===== src/design/rmv_pkg.sv =====
// ----------------------------------------------------------------------------
// rmv_pkg
// Shared types and constants for the running mean / variance block.
// ----------------------------------------------------------------------------
`default_nettype none

package rmv_pkg;

  // field widths
  localparam int SAMPLE_W = 32;
  localparam int FRAC_W   = 16;
  localparam int COUNT_W  = 32;
  localparam int ABS_W    = SAMPLE_W - 1;
  localparam int SQ_W     = 64;
  localparam int DD_W     = 2 * SAMPLE_W - FRAC_W;
  localparam int VAR_W    = 48;
  localparam int SIGMA_W  = 32;

  // serial unit sizing
  localparam int DIV_W    = 64;
  localparam int STEP_W   = 7;
  localparam int SQR_W    = 2 * SAMPLE_W;
  localparam int SQRT_W   = 64;

  // configuration register indexes
  localparam logic CFG_SKIP_MISSING   = 1'b0;
  localparam logic CFG_MISSING_MARKER = 1'b1;

  // status of a bit-serial unit
  typedef struct packed {
    logic busy;
    logic done;
  } unit_stat_t;

  // sequencer states
  typedef enum logic [3:0] {
    ST_IDLE,
    ST_CHECK,
    ST_SQR,
    ST_DMEAN,
    ST_DSQ,
    ST_DABS,
    ST_VAR_GO,
    ST_DVAR,
    ST_SQRT,
    ST_DONE
  } state_t;

endpackage

`default_nettype wire


===== src/design/running_mean_variance_top.sv =====
// ----------------------------------------------------------------------------
// running_mean_variance_top
// Welford running count, mean, absolute mean, variance and standard
// deviation over a stream of signed Q16.16 samples.
// ----------------------------------------------------------------------------
// One sample is taken at a time and each gives one result beat. An accepted
// sample goes through a check step, a serial square, three passes through
// the shared bit-serial divider, a variance division and a square root,
// then a hand-over to the result register. A skipped sample or the first
// sample of a run goes through fewer steps. The next sample is taken while
// the previous result still waits on the master side.
`default_nettype none

module running_mean_variance_top
  import rmv_pkg::*;
(
  input  wire logic         clk,
  input  wire logic         rst,
  // configuration
  input  wire logic         cfg_we,
  input  wire logic         cfg_addr,
  input  wire logic [31:0]  cfg_wdata,
  // sample input
  input  wire logic         s_tvalid,
  output logic              s_tready,
  input  wire logic [31:0]  s_tdata,   // sample_value
  input  wire logic         s_tuser,   // restart
  // result output
  output logic              m_tvalid,
  input  wire logic         m_tready,
  // sample_count, running_mean, running_abs_mean, sample_variance,
  // std_deviation, one pad bit
  output logic [175:0]      m_tdata,
  output logic [1:0]        m_tuser    // variance_valid, was_skipped
);

  localparam logic [COUNT_W-1:0] COUNT_MAX = '1;
  localparam logic [ABS_W-1:0]   ABS_MAX   = '1;

  state_t state, state_next;

  // configuration registers
  logic                skip_missing;
  logic [SAMPLE_W-1:0] missing_marker;

  // statistics
  logic [COUNT_W-1:0]  count;
  logic [SAMPLE_W-1:0] mean;
  logic [ABS_W-1:0]    abs_mean;
  logic [SQ_W-1:0]     sq_sum;

  // per-item working registers
  logic [SAMPLE_W-1:0] sample;
  logic                skipped;
  logic [SAMPLE_W-1:0] dmag;
  logic                dneg;
  logic                aneg;
  logic [VAR_W-1:0]    variance;
  logic [SIGMA_W-1:0]  sigma;
  logic                var_valid;

  // serial units
  logic                div_start;
  logic [DIV_W-1:0]    div_dividend;
  logic [COUNT_W-1:0]  div_divisor;
  logic [STEP_W-1:0]   div_steps;
  logic [DIV_W-1:0]    div_quot;
  logic [COUNT_W-1:0]  div_rem;
  unit_stat_t          div_stat;
  logic                sqr_start;
  logic [SQR_W-1:0]    sqr_prod;
  unit_stat_t          sqr_stat;
  logic                sqrt_start;
  logic [SQRT_W-1:0]   sqrt_rad;
  logic [SIGMA_W-1:0]  sqrt_root;
  unit_stat_t          sqrt_stat;

  // combinational datapath
  logic [SAMPLE_W:0]   d_full;
  logic [SAMPLE_W-1:0] d_mag;
  logic [ABS_W-1:0]    abs_x;
  logic [ABS_W:0]      a_full;
  logic [ABS_W-1:0]    a_mag;
  logic [DD_W-1:0]     dd;
  logic [DD_W-1:0]     q_ceil;
  logic [DD_W-1:0]     inc;
  logic [SQ_W:0]       sq_add;
  logic [VAR_W-1:0]    var_sat;
  logic                out_free;

  // deviation from the mean and absolute-value deviation
  always_comb begin
    d_full = {sample[SAMPLE_W-1], sample} - {mean[SAMPLE_W-1], mean};
    d_mag  = d_full[SAMPLE_W] ? SAMPLE_W'(-d_full) : d_full[SAMPLE_W-1:0];
    if (sample[SAMPLE_W-1]) begin
      abs_x = (sample[SAMPLE_W-2:0] == '0) ? ABS_MAX : ABS_W'(-sample);
    end else begin
      abs_x = sample[ABS_W-1:0];
    end
    a_full = {1'b0, abs_x} - {1'b0, abs_mean};
    a_mag  = a_full[ABS_W] ? ABS_W'(-a_full) : a_full[ABS_W-1:0];
  end

  // squared deviation increment and variance saturation
  always_comb begin
    dd      = sqr_prod[SQR_W-1:FRAC_W];
    q_ceil  = div_quot[DD_W-1:0] + DD_W'(div_rem != '0);
    inc     = dd - q_ceil;
    sq_add  = {1'b0, sq_sum} + {{(SQ_W-DD_W+1){1'b0}}, inc};
    var_sat = (div_quot[DIV_W-1:VAR_W] != '0) ? '1 : div_quot[VAR_W-1:0];
  end

  assign out_free = !m_tvalid || m_tready;
  assign s_tready = (state == ST_IDLE);

  // next state
  always_comb begin
    state_next = state;
    unique case (state)
      ST_IDLE:   if (s_tvalid) state_next = ST_CHECK;
      ST_CHECK: begin
        if (skipped) begin
          state_next = (count >= COUNT_W'(2)) ? ST_VAR_GO : ST_DONE;
        end else if (count == '0) begin
          state_next = ST_DONE;
        end else begin
          state_next = ST_SQR;
        end
      end
      ST_SQR:    if (sqr_stat.done) state_next = ST_DMEAN;
      ST_DMEAN:  if (div_stat.done) state_next = ST_DSQ;
      ST_DSQ:    if (div_stat.done) state_next = ST_DABS;
      ST_DABS:   if (div_stat.done) state_next = ST_VAR_GO;
      ST_VAR_GO: state_next = ST_DVAR;
      ST_DVAR:   if (div_stat.done) state_next = ST_SQRT;
      ST_SQRT:   if (sqrt_stat.done) state_next = ST_DONE;
      ST_DONE:   if (out_free) state_next = ST_IDLE;
      default:   state_next = ST_IDLE;
    endcase
  end

  // unit launches and operand selection
  always_comb begin
    sqr_start    = (state == ST_CHECK) && !skipped && (count != '0);
    div_start    = 1'b0;
    div_dividend = '0;
    div_divisor  = count;
    div_steps    = '0;
    unique case (state)
      ST_SQR: begin
        div_start    = sqr_stat.done;
        div_dividend = {dmag, {(DIV_W-SAMPLE_W){1'b0}}};
        div_steps    = STEP_W'(SAMPLE_W);
      end
      ST_DMEAN: begin
        div_start    = div_stat.done;
        div_dividend = {dd, {(DIV_W-DD_W){1'b0}}};
        div_steps    = STEP_W'(DD_W);
      end
      ST_DSQ: begin
        div_start    = div_stat.done;
        div_dividend = {1'b0, a_mag, {(DIV_W-ABS_W-1){1'b0}}};
        div_steps    = STEP_W'(ABS_W + 1);
      end
      ST_VAR_GO: begin
        div_start    = 1'b1;
        div_dividend = sq_sum;
        div_divisor  = count - COUNT_W'(1);
        div_steps    = STEP_W'(DIV_W);
      end
      default: ;
    endcase
    sqrt_start = (state == ST_DVAR) && div_stat.done;
    sqrt_rad   = {var_sat, {(SQRT_W-VAR_W){1'b0}}};
  end

  // state register and configuration
  always_ff @(posedge clk) begin
    if (rst) begin
      state          <= ST_IDLE;
      skip_missing   <= 1'b0;
      missing_marker <= '0;
    end else begin
      state <= state_next;
      if (cfg_we) begin
        unique case (cfg_addr)
          CFG_SKIP_MISSING:   skip_missing   <= cfg_wdata[0];
          CFG_MISSING_MARKER: missing_marker <= cfg_wdata[SAMPLE_W-1:0];
          default: ;
        endcase
      end
    end
  end

  // statistics update
  always_ff @(posedge clk) begin
    if (rst) begin
      count    <= '0;
      mean     <= '0;
      abs_mean <= '0;
      sq_sum   <= '0;
    end else begin
      case (state)
        ST_IDLE: begin
          if (s_tvalid && s_tuser) begin
            count    <= '0;
            mean     <= '0;
            abs_mean <= '0;
            sq_sum   <= '0;
          end
        end
        ST_CHECK: begin
          if (!skipped) begin
            if (count != COUNT_MAX) count <= count + COUNT_W'(1);
            if (count == '0) begin
              mean     <= sample;
              abs_mean <= abs_x;
              sq_sum   <= '0;
            end
          end
        end
        ST_DMEAN: begin
          if (div_stat.done) begin
            mean <= dneg ? mean - div_quot[SAMPLE_W-1:0]
                         : mean + div_quot[SAMPLE_W-1:0];
          end
        end
        ST_DSQ: begin
          if (div_stat.done) sq_sum <= sq_add[SQ_W] ? '1 : sq_add[SQ_W-1:0];
        end
        ST_DABS: begin
          if (div_stat.done) begin
            abs_mean <= aneg ? abs_mean - div_quot[ABS_W-1:0]
                             : abs_mean + div_quot[ABS_W-1:0];
          end
        end
        default: ;
      endcase
    end
  end

  // per-item working registers
  always_ff @(posedge clk) begin
    case (state)
      ST_IDLE: begin
        if (s_tvalid) begin
          sample  <= s_tdata[SAMPLE_W-1:0];
          skipped <= skip_missing && (s_tdata[SAMPLE_W-1:0] == missing_marker);
        end
      end
      ST_CHECK: begin
        dmag      <= d_mag;
        dneg      <= d_full[SAMPLE_W];
        variance  <= '0;
        sigma     <= '0;
        var_valid <= 1'b0;
      end
      ST_DSQ: begin
        if (div_stat.done) aneg <= a_full[ABS_W];
      end
      ST_VAR_GO: var_valid <= 1'b1;
      ST_DVAR: begin
        if (div_stat.done) variance <= var_sat;
      end
      ST_SQRT: begin
        if (sqrt_stat.done) sigma <= sqrt_root;
      end
      default: ;
    endcase
  end

  // result beat register
  always_ff @(posedge clk) begin
    if (rst) begin
      m_tvalid <= 1'b0;
    end else if (state == ST_DONE && out_free) begin
      m_tvalid <= 1'b1;
    end else if (m_tready) begin
      m_tvalid <= 1'b0;
    end
  end

  always_ff @(posedge clk) begin
    if (state == ST_DONE && out_free) begin
      m_tdata <= {1'b0, sigma, variance, abs_mean, mean, count};
      m_tuser <= {skipped, var_valid};
    end
  end

  // bit-serial units
  rmv_sqr u_sqr (
    .clk     (clk),
    .rst     (rst),
    .start   (sqr_start),
    .operand (d_mag),
    .product (sqr_prod),
    .stat    (sqr_stat)
  );

  rmv_div u_div (
    .clk       (clk),
    .rst       (rst),
    .start     (div_start),
    .dividend  (div_dividend),
    .divisor   (div_divisor),
    .steps     (div_steps),
    .quotient  (div_quot),
    .remainder (div_rem),
    .stat      (div_stat)
  );

  rmv_sqrt u_sqrt (
    .clk      (clk),
    .rst      (rst),
    .start    (sqrt_start),
    .radicand (sqrt_rad),
    .root     (sqrt_root),
    .stat     (sqrt_stat)
  );

endmodule

`default_nettype wire


===== src/design/rmv_div.sv =====
// ----------------------------------------------------------------------------
// rmv_div
// Restoring divider, one quotient bit per cycle. The dividend comes in
// left aligned, so a run divides its top steps bits.
// ----------------------------------------------------------------------------
`default_nettype none

module rmv_div
  import rmv_pkg::*;
(
  input  wire logic                 clk,
  input  wire logic                 rst,
  input  wire logic                 start,
  input  wire logic [DIV_W-1:0]     dividend,
  input  wire logic [COUNT_W-1:0]   divisor,
  input  wire logic [STEP_W-1:0]    steps,
  output logic      [DIV_W-1:0]     quotient,
  output logic      [COUNT_W-1:0]   remainder,
  output unit_stat_t                stat
);

  logic [STEP_W-1:0]  cnt;
  logic               done;
  logic [DIV_W-1:0]   dq;
  logic [COUNT_W-1:0] rem;
  logic [COUNT_W-1:0] dsr;
  logic [COUNT_W:0]   trial;
  logic               ge;

  // trial subtract of the shifted remainder
  always_comb begin
    trial = {rem, dq[DIV_W-1]} - {1'b0, dsr};
    ge    = !trial[COUNT_W];
  end

  // step counter
  always_ff @(posedge clk) begin
    if (rst) begin
      cnt  <= '0;
      done <= 1'b0;
    end else begin
      done <= (cnt == STEP_W'(1)) && !start;
      if (start) begin
        cnt <= steps;
      end else if (cnt != '0) begin
        cnt <= cnt - STEP_W'(1);
      end
    end
  end

  // remainder and quotient shift registers
  always_ff @(posedge clk) begin
    if (start) begin
      dq  <= dividend;
      rem <= '0;
      dsr <= divisor;
    end else if (cnt != '0) begin
      dq  <= {dq[DIV_W-2:0], ge};
      rem <= ge ? trial[COUNT_W-1:0] : {rem[COUNT_W-2:0], dq[DIV_W-1]};
    end
  end

  assign quotient  = dq;
  assign remainder = rem;
  assign stat.busy = (cnt != '0);
  assign stat.done = done;

endmodule

`default_nettype wire


===== src/design/rmv_sqr.sv =====
// ----------------------------------------------------------------------------
// rmv_sqr
// Shift-and-add squarer, one multiplier bit per cycle, msb first.
// ----------------------------------------------------------------------------
`default_nettype none

module rmv_sqr
  import rmv_pkg::*;
(
  input  wire logic                clk,
  input  wire logic                rst,
  input  wire logic                start,
  input  wire logic [SAMPLE_W-1:0] operand,
  output logic      [SQR_W-1:0]    product,
  output unit_stat_t               stat
);

  localparam int CNT_W = $clog2(SAMPLE_W + 1);

  logic [CNT_W-1:0]    cnt;
  logic                done;
  logic [SAMPLE_W-1:0] mcand;
  logic [SAMPLE_W-1:0] mplier;
  logic [SQR_W-1:0]    acc;

  // step counter
  always_ff @(posedge clk) begin
    if (rst) begin
      cnt  <= '0;
      done <= 1'b0;
    end else begin
      done <= (cnt == CNT_W'(1)) && !start;
      if (start) begin
        cnt <= CNT_W'(SAMPLE_W);
      end else if (cnt != '0) begin
        cnt <= cnt - CNT_W'(1);
      end
    end
  end

  // accumulate one partial product per cycle
  always_ff @(posedge clk) begin
    if (start) begin
      mcand  <= operand;
      mplier <= operand;
      acc    <= '0;
    end else if (cnt != '0) begin
      acc    <= {acc[SQR_W-2:0], 1'b0}
                + (mplier[SAMPLE_W-1] ? {{(SQR_W-SAMPLE_W){1'b0}}, mcand} : '0);
      mplier <= {mplier[SAMPLE_W-2:0], 1'b0};
    end
  end

  assign product   = acc;
  assign stat.busy = (cnt != '0);
  assign stat.done = done;

endmodule

`default_nettype wire


===== src/design/rmv_sqrt.sv =====
// ----------------------------------------------------------------------------
// rmv_sqrt
// Restoring integer square root, two radicand bits and one root bit
// per cycle.
// ----------------------------------------------------------------------------
`default_nettype none

module rmv_sqrt
  import rmv_pkg::*;
(
  input  wire logic               clk,
  input  wire logic               rst,
  input  wire logic               start,
  input  wire logic [SQRT_W-1:0]  radicand,
  output logic      [SIGMA_W-1:0] root,
  output unit_stat_t              stat
);

  localparam int CNT_W = $clog2(SIGMA_W + 1);
  localparam int REM_W = SIGMA_W + 1;

  logic [CNT_W-1:0]   cnt;
  logic               done;
  logic [SQRT_W-1:0]  rad;
  logic [REM_W-1:0]   rem;
  logic [SIGMA_W-1:0] rt;
  logic [REM_W+1:0]   rem_sh;
  logic [REM_W+1:0]   trial;

  // trial subtract of 4*root+1
  always_comb begin
    rem_sh = {rem, rad[SQRT_W-1:SQRT_W-2]};
    trial  = rem_sh - {1'b0, rt, 2'b01};
  end

  // step counter
  always_ff @(posedge clk) begin
    if (rst) begin
      cnt  <= '0;
      done <= 1'b0;
    end else begin
      done <= (cnt == CNT_W'(1)) && !start;
      if (start) begin
        cnt <= CNT_W'(SIGMA_W);
      end else if (cnt != '0) begin
        cnt <= cnt - CNT_W'(1);
      end
    end
  end

  // root and remainder shift registers
  always_ff @(posedge clk) begin
    if (start) begin
      rad <= radicand;
      rem <= '0;
      rt  <= '0;
    end else if (cnt != '0) begin
      rad <= {rad[SQRT_W-3:0], 2'b00};
      if (!trial[REM_W+1]) begin
        rem <= trial[REM_W-1:0];
        rt  <= {rt[SIGMA_W-2:0], 1'b1};
      end else begin
        rem <= rem_sh[REM_W-1:0];
        rt  <= {rt[SIGMA_W-2:0], 1'b0};
      end
    end
  end

  assign root      = rt;
  assign stat.busy = (cnt != '0);
  assign stat.done = done;

endmodule

`default_nettype wire


===== config.mk =====
export PLATFORM = sky130hd
export DESIGN_NAME = running_mean_variance_top
export DESIGN_NICKNAME = d
export VERILOG_FILES = /design/src/design/rmv_pkg.sv /design/src/design/running_mean_variance_top.sv /design/src/design/rmv_div.sv /design/src/design/rmv_sqr.sv /design/src/design/rmv_sqrt.sv
export SDC_FILE = /design/constraint.sdc
export NUM_CORES = 2
export LEC_CHECK = 0
export ABC_CLOCK_PERIOD_IN_PS = 13300
export BUFFER_PORTS_ARGS = -buffer_cell sky130_fd_sc_hd__buf_2
export CAP_MARGIN = 20
export CELL_PAD_IN_SITES_DETAIL_PLACEMENT = 1
export CELL_PAD_IN_SITES_GLOBAL_PLACEMENT = 1
export CORE_MARGIN = 4
export CORE_UTILIZATION = 38
export DETAILED_ROUTE_END_ITERATION = 10
export GPL_TIMING_DRIVEN = 1
export PLACE_DENSITY_LB_ADDON = 0.1
export RECOVER_POWER = 50
export SLEW_MARGIN = 20
export SYNTH_ARGS = -nofsm -noshare
export SYNTH_HDL_FRONTEND = slang
export SYNTH_SLANG_ARGS = --single-unit

===== constraint.sdc =====
create_clock -name clk -period 13.3 [get_ports clk]
set_input_delay 0 -clock clk [delete_from_list [all_inputs] [get_ports clk]]
set_output_delay 0 -clock clk [all_outputs]
set_load 0.02 [all_outputs]

=== After elaboration in Yosys (flattened, before gate mapping) ===
Cells that the tools add are included.

* Bits in registers: 913
* Latch bits: 0
* Memory bits (writable): 0
* Memory bits (read-only): 0
* Input bits: 71
* Output and inout port bits: 180
* Memories kept: 0

* Add/sub/neg operators: 20
* $mul: 0
* Div/mod/pow operators: 0
* $lt $le $gt $ge: 1
* Equal/unequal tests: 26
* Shift operators: 0
* Mux-type cells: 65
* Bitwise operators: 1
* Reductions and logical operators: 51

{| class="wikitable"
|+ Operators with widths
! kind !! number
|-
| $mux W64 || 9
|-
| $mux W32 || 14
|-
| $pmux W64 S4 || 1
|-
| $mux W31 || 8
|-
| $pmux W64 S3 || 1
|-
| $pmux W32 S2 || 2
|-
| $mux W48 || 2
|-
| $pmux W32 S3 || 1
|-
| $pmux W48 S2 || 1
|-
| $pmux W31 S3 || 1
|-
| $add A64 B48 Y65 || 1
|-
| $add A64 B64 Y64 || 1
|-
| $reduce_bool A32 Y1 || 2
|-
| $neg A31 Y31 || 2
|-
| $add A48 B1 Y48 || 1
|-
| $sub A48 B48 Y48 || 1
|-
| $mux W4 || 11
|-
| $pmux W4 S10 || 1
|-
| $sub A35 B34 Y35 || 1
|-
| $mux W33 || 1
|-
| $sub A32 B32 Y33 || 1
|-
| $sub A33 B32 Y33 || 1
|-
| $add A32 B1 Y32 const B || 1
|-
| $add A32 B32 Y32 || 1
|-
| other kinds (42) || 98
|}

=== Logic depth before layout (Yosys ltp) ===
* Word-level depth: 8
* Depth in mapped cells: 33
* Gate-level depth less buffers: 31

=== Modules after synthesis ===
Synthesis repeated with hierarchy kept, for this count alone.

* Cell total of the unflattened synthesis: 6321
* Area, all modules: 58594.9 sq um

{| class="wikitable"
|+ By module, submodules not included
! module !! times used !! cells each !! area each (sq um) !! sequential area each (sq um)
|-
| running_mean_variance_top || 1 || 4120 || 36409.9 || 13703.1
|-
| rmv_sqrt || 1 || 750 || 7447.1 || 3363.2
|-
| rmv_div || 1 || 695 || 7408.4 || 3683.5
|-
| rmv_sqr || 1 || 756 || 7329.5 || 3343.2
|}

=== Worst setup path before layout ===
OpenSTA, ideal clock, no wires.

* Kind: reg-to-reg
* From: reg state[3]
* To: reg m_tdata[0], enable pin
* Arrival time: 8.693 ns
* Data required time: 12.563 ns
* Path slack: 3.870 ns
* Stages on the path, launching flop included: 5
* Path buffers: 2
* Period minus slack after synthesis: 9.430 ns
* Path through: dfxtp_1 > clkbuf_1 > clkbuf_1 > nand3_1 > nor2b_1

* Longest elaborated chain between the ends: 2

{| class="wikitable"
|+ RTL lines
! element !! line !! source
|-
| start: declaration || running_mean_variance_top.sv:40 || <nowiki>state_t state, state_next;</nowiki>
|-
| start signal: assignment || running_mean_variance_top.sv:184 || <nowiki>state <= state_next;</nowiki>
|-
| $eq A4 B4 Y1 || running_mean_variance_top.sv:284 || <nowiki>if (state == ST_DONE && out_free) begin</nowiki>
|-
| $logic_and A1 B1 Y1 || running_mean_variance_top.sv:284 ||
|-
| end signal: assignment || running_mean_variance_top.sv:285 || <nowiki>m_tdata <= {1'b0, sigma, variance, abs_mean, mean, count};</nowiki>
|-
| end: declaration || running_mean_variance_top.sv:33 || <nowiki>output logic [175:0] m_tdata,</nowiki>
|}

No other way between the ends.
A chain may end at the register's enable or synchronous reset.

=== Worst setup path in the final report ===
* From: reg state[0]
* To: reg sq_sum[62]

* Longest elaborated chain between the ends: 3
* Elaborated cells on any way between the ends: 10
* Those cells by class: 6 x eq/ne; 1 x mux; 3 x reduce/logical

{| class="wikitable"
|+ RTL lines
! element !! line !! source
|-
| $eq A4 B1 Y1 (tied with other cells) || running_mean_variance_top.sv:203 || <nowiki>case (state)</nowiki>
|-
| $ne A2 B2 Y1 (no line) (tied with other cells) || - ||
|-
| $reduce_and A5 Y1 (no line) || - ||
|-
| end signal: assignment || running_mean_variance_top.sv:229 || <nowiki>if (div_stat.done) sq_sum <= sq_add[SQ_W] ? '1 : sq_add[SQ_W-1:0];</nowiki>
|-
| end: declaration || running_mean_variance_top.sv:50 || <nowiki>logic [SQ_W-1:0] sq_sum;</nowiki>
|}

Parallel ways exist; a longest one is shown, timed or not.

==> results.cfg <==
[timing]
fin_crit_sh_pct = 69.83
max_freq_ghz = 0.1077
setup_tns_ns = 0
rsz0062_at_grt = no
hold_ws_ns = 0.02884
slew_headroom_pct = -151.3
slew_viol_final = 931
period_minus_slack_ns = 9.287
hold_violations = 0
fin_skew_ns = 0.04621
worst_pin_slew_ns = 3.769
setup_viol = 0

[drt]
wl_per_cell_um = 24.41
first_iter_violations = 3350
first_pass_iters = 7
wirelength_um = 206500
vias_per_cell = 5.755
drc = 0
ant_nets = 0
vias = 48700

[worst_setup_path]
path_max_fanout = 59
cp.required_ns = 13.96
start_kind = register
max_stage_delay_ns = 2.49
criticalPathCategory = reg -> reg
worstSetupEndpointType = register
cp_cell_sequence = clkbuf_1 > a21oi_1 > a31oi_1 > or2_0 > clkinvlp_2 > nand2_1 > a21o_1 > nor2b_4 > buf_4 > nor2_1 > a211oi_1
cp.arrival_ns = 9.95
cp_slowest_cell = clkinvlp_2

[synthesis]
synth_area_leaders = edfxtp_1 (28%), dfxtp_1 (13%), ha_1 (8.3%)
yosys.area.top_type = edfxtp_1
ys_ff_latch = 913
postSynth.asyncResetShare_pct = 0
netlist_area_um2 = 56440
post_synth_num_cell_types = 88
syn_nets = 6665
synth_cells = 6211
yosys_warnings = 0
yosysTopAreaCellShare_pct = 28.36
yosysSeqAreaShare_pct = 41.83
ys.flop_type = edfxtp_1
syn_area_per_cell_um2 = 9.088
synth-edff-count = 533

[floorplan]
initial_core_util_pct = 38.22
core-area_um2 = 147700
row_count = 141
fp.dieW_um = 393.4
pin_count = 251
die_h_um = 393.4
dieArea_um2 = 154800

[clocking]
clkLatencyLatePin_ns = 0.75
root_buffer = clkbuf_16
tritoncts = done
htreeDepth = 3
cts_setup_buffers = 0
cts_sinks = 913
clkTransAtPathRegs_ns = 0.06
cts_made_buffers = 106
clockBufferDepth = 3

[global_route]
gr-total-overflow = 0
grt_max_degree = 69
grt_pass1_wl_um = 311600
grtUsageTotal_pct = 25.82
grt_pass1_vias = 49550
antenna_found_initial = 11

[cells_and_area]
final_common_cell = nand2_1
final_util_pct = 43.33
final_nets = 6888
final_cell_mix = nand2_1 (629), edfxtp_1 (533), nor2_1 (499)
areaGrowthSynthToFinish_pct = 13.36
layout-drive-gt1-share_pct = 6.097

[run_status]
violations = capacitance limit, slew limit
outcome = finished, violations left

[place]
place_congestion = 0.9146
dp_hpwl_um = 155800
io_buffers = 249

[worst_hold_path]
hp-class = in -> reg

[job]
cap_violations = 20
==> cell usage after synthesis (42+ instances only) <==
master	number
nand2_1	634
edfxtp_1	533
nor2_1	503
a21oi_1	473
dfxtp_1	380
ha_1	374
o21ai_0	371
inv_1	369
xnor2_1	339
clkbuf_1	286
nor3_1	169
a21o_1	168
xor2_1	157
nand3_1	136
a211oi_1	110
a31oi_1	77
nand4_1	74
nor4_1	72
and2_1	68
mux2i_1	65
and3_1	63
nand2b_1	55
or3_1	52
a221oi_1	50
o21a_1	45
o31ai_1	42
==> metal layers <==
metal  vias to the layer above  GRT usage [%]  share of wire [%]
li1                      22990              -                  -
met4                         6          8.104                3.5
met5                         -              0              0.016
met2                      1079          43.85                 47
met1                     24330          34.27                 45
met3                       293          3.135                4.3
==> path summary, 6_finish.rpt <==
check / cells after the start / from / slack (ns) / to
max: 11 / state[0] / 4.01 / sq_sum[62]
min: 4 / cfg_we / 0.03 / missing_marker[1]
max reg2reg: 11 / state[0] / 4.01 / sq_sum[62]
min reg2reg: 0 / variance[32] / 0.42 / m_tdata[127]
==> sequential cells by signal, summed over array words and instances (netlist names), 6 cells and up <==
signal / count
mean: 32
count: 32
m_tdata: 175
missing_marker: 32
u_div.cnt: 7
u_sqrt.cnt: 6
variance: 48
u_sqrt.rem: 33
sample: 32
u_div.quotient: 64
u_sqrt.rad: 48
dmag: 32
abs_mean: 31
u_sqr.product: 64
sigma: 32
sq_sum: 64
u_sqr.mcand: 32
u_div.dsr: 32
u_sqr.cnt: 6
u_sqr.mplier: 32
u_sqrt.root: 32
u_div.remainder: 32
==> logic make-up after synthesis <==
family	synth area share [%]
AOI/OAI and AO/OA	18.87
xor gates and xnor gates	7.697
adders and majority gates	8.610
buffers and inverters	4.533
DFF	41.83
muxes	1.851
other	0.006644
and+or+nand+nor	16.60
==> through the flow <==
stage | area [um^2] | std cells | worst slack, ns
final | 63980 | 8461 | 4.013
after global routing | 63970 | 8458 | 3.282
after CTS | 64310 | 8458 | 5.163
after detailed placement | 59780 | 8169 | 5.258
after global placement | 59740 | 8167 | 5.386
after floorplan | 56440 | 6211 | 3.870
==> critical path: cells and delay by family (launching register included) <==
kind            cells  cell delay, ns
simple gates        4            2.78
flops               1            0.32
compound gates      4            0.91
buf+inv             3            5.02
==> layout make-up <==
| cell class | count | area [um^2] |
|---|---|---|
| fillers | 16950 | 83680 |
| multi-input cells | 4618 | 30420 |
| flip-flops and latches | 913 | 23610 |
| clock buffers | 138 | 2928 |
| repair buffers | 423 | 2455 |
| well taps | 1930 | 2415 |
| inverters | 372 | 1401 |
| clock inverters | 64 | 739.5 |
| diodes | 3 | 7.507 |
==> what timing repair did <==
action,4_1_cts,5_1_grt
gates resized for setup,0,0
hold buffers,87,0
endpoints found under the hold margin,80,0
Power is left out: the tool's default activity adds up to more than one toggle a clock period on the data nets, which glitch-free logic cannot reach.
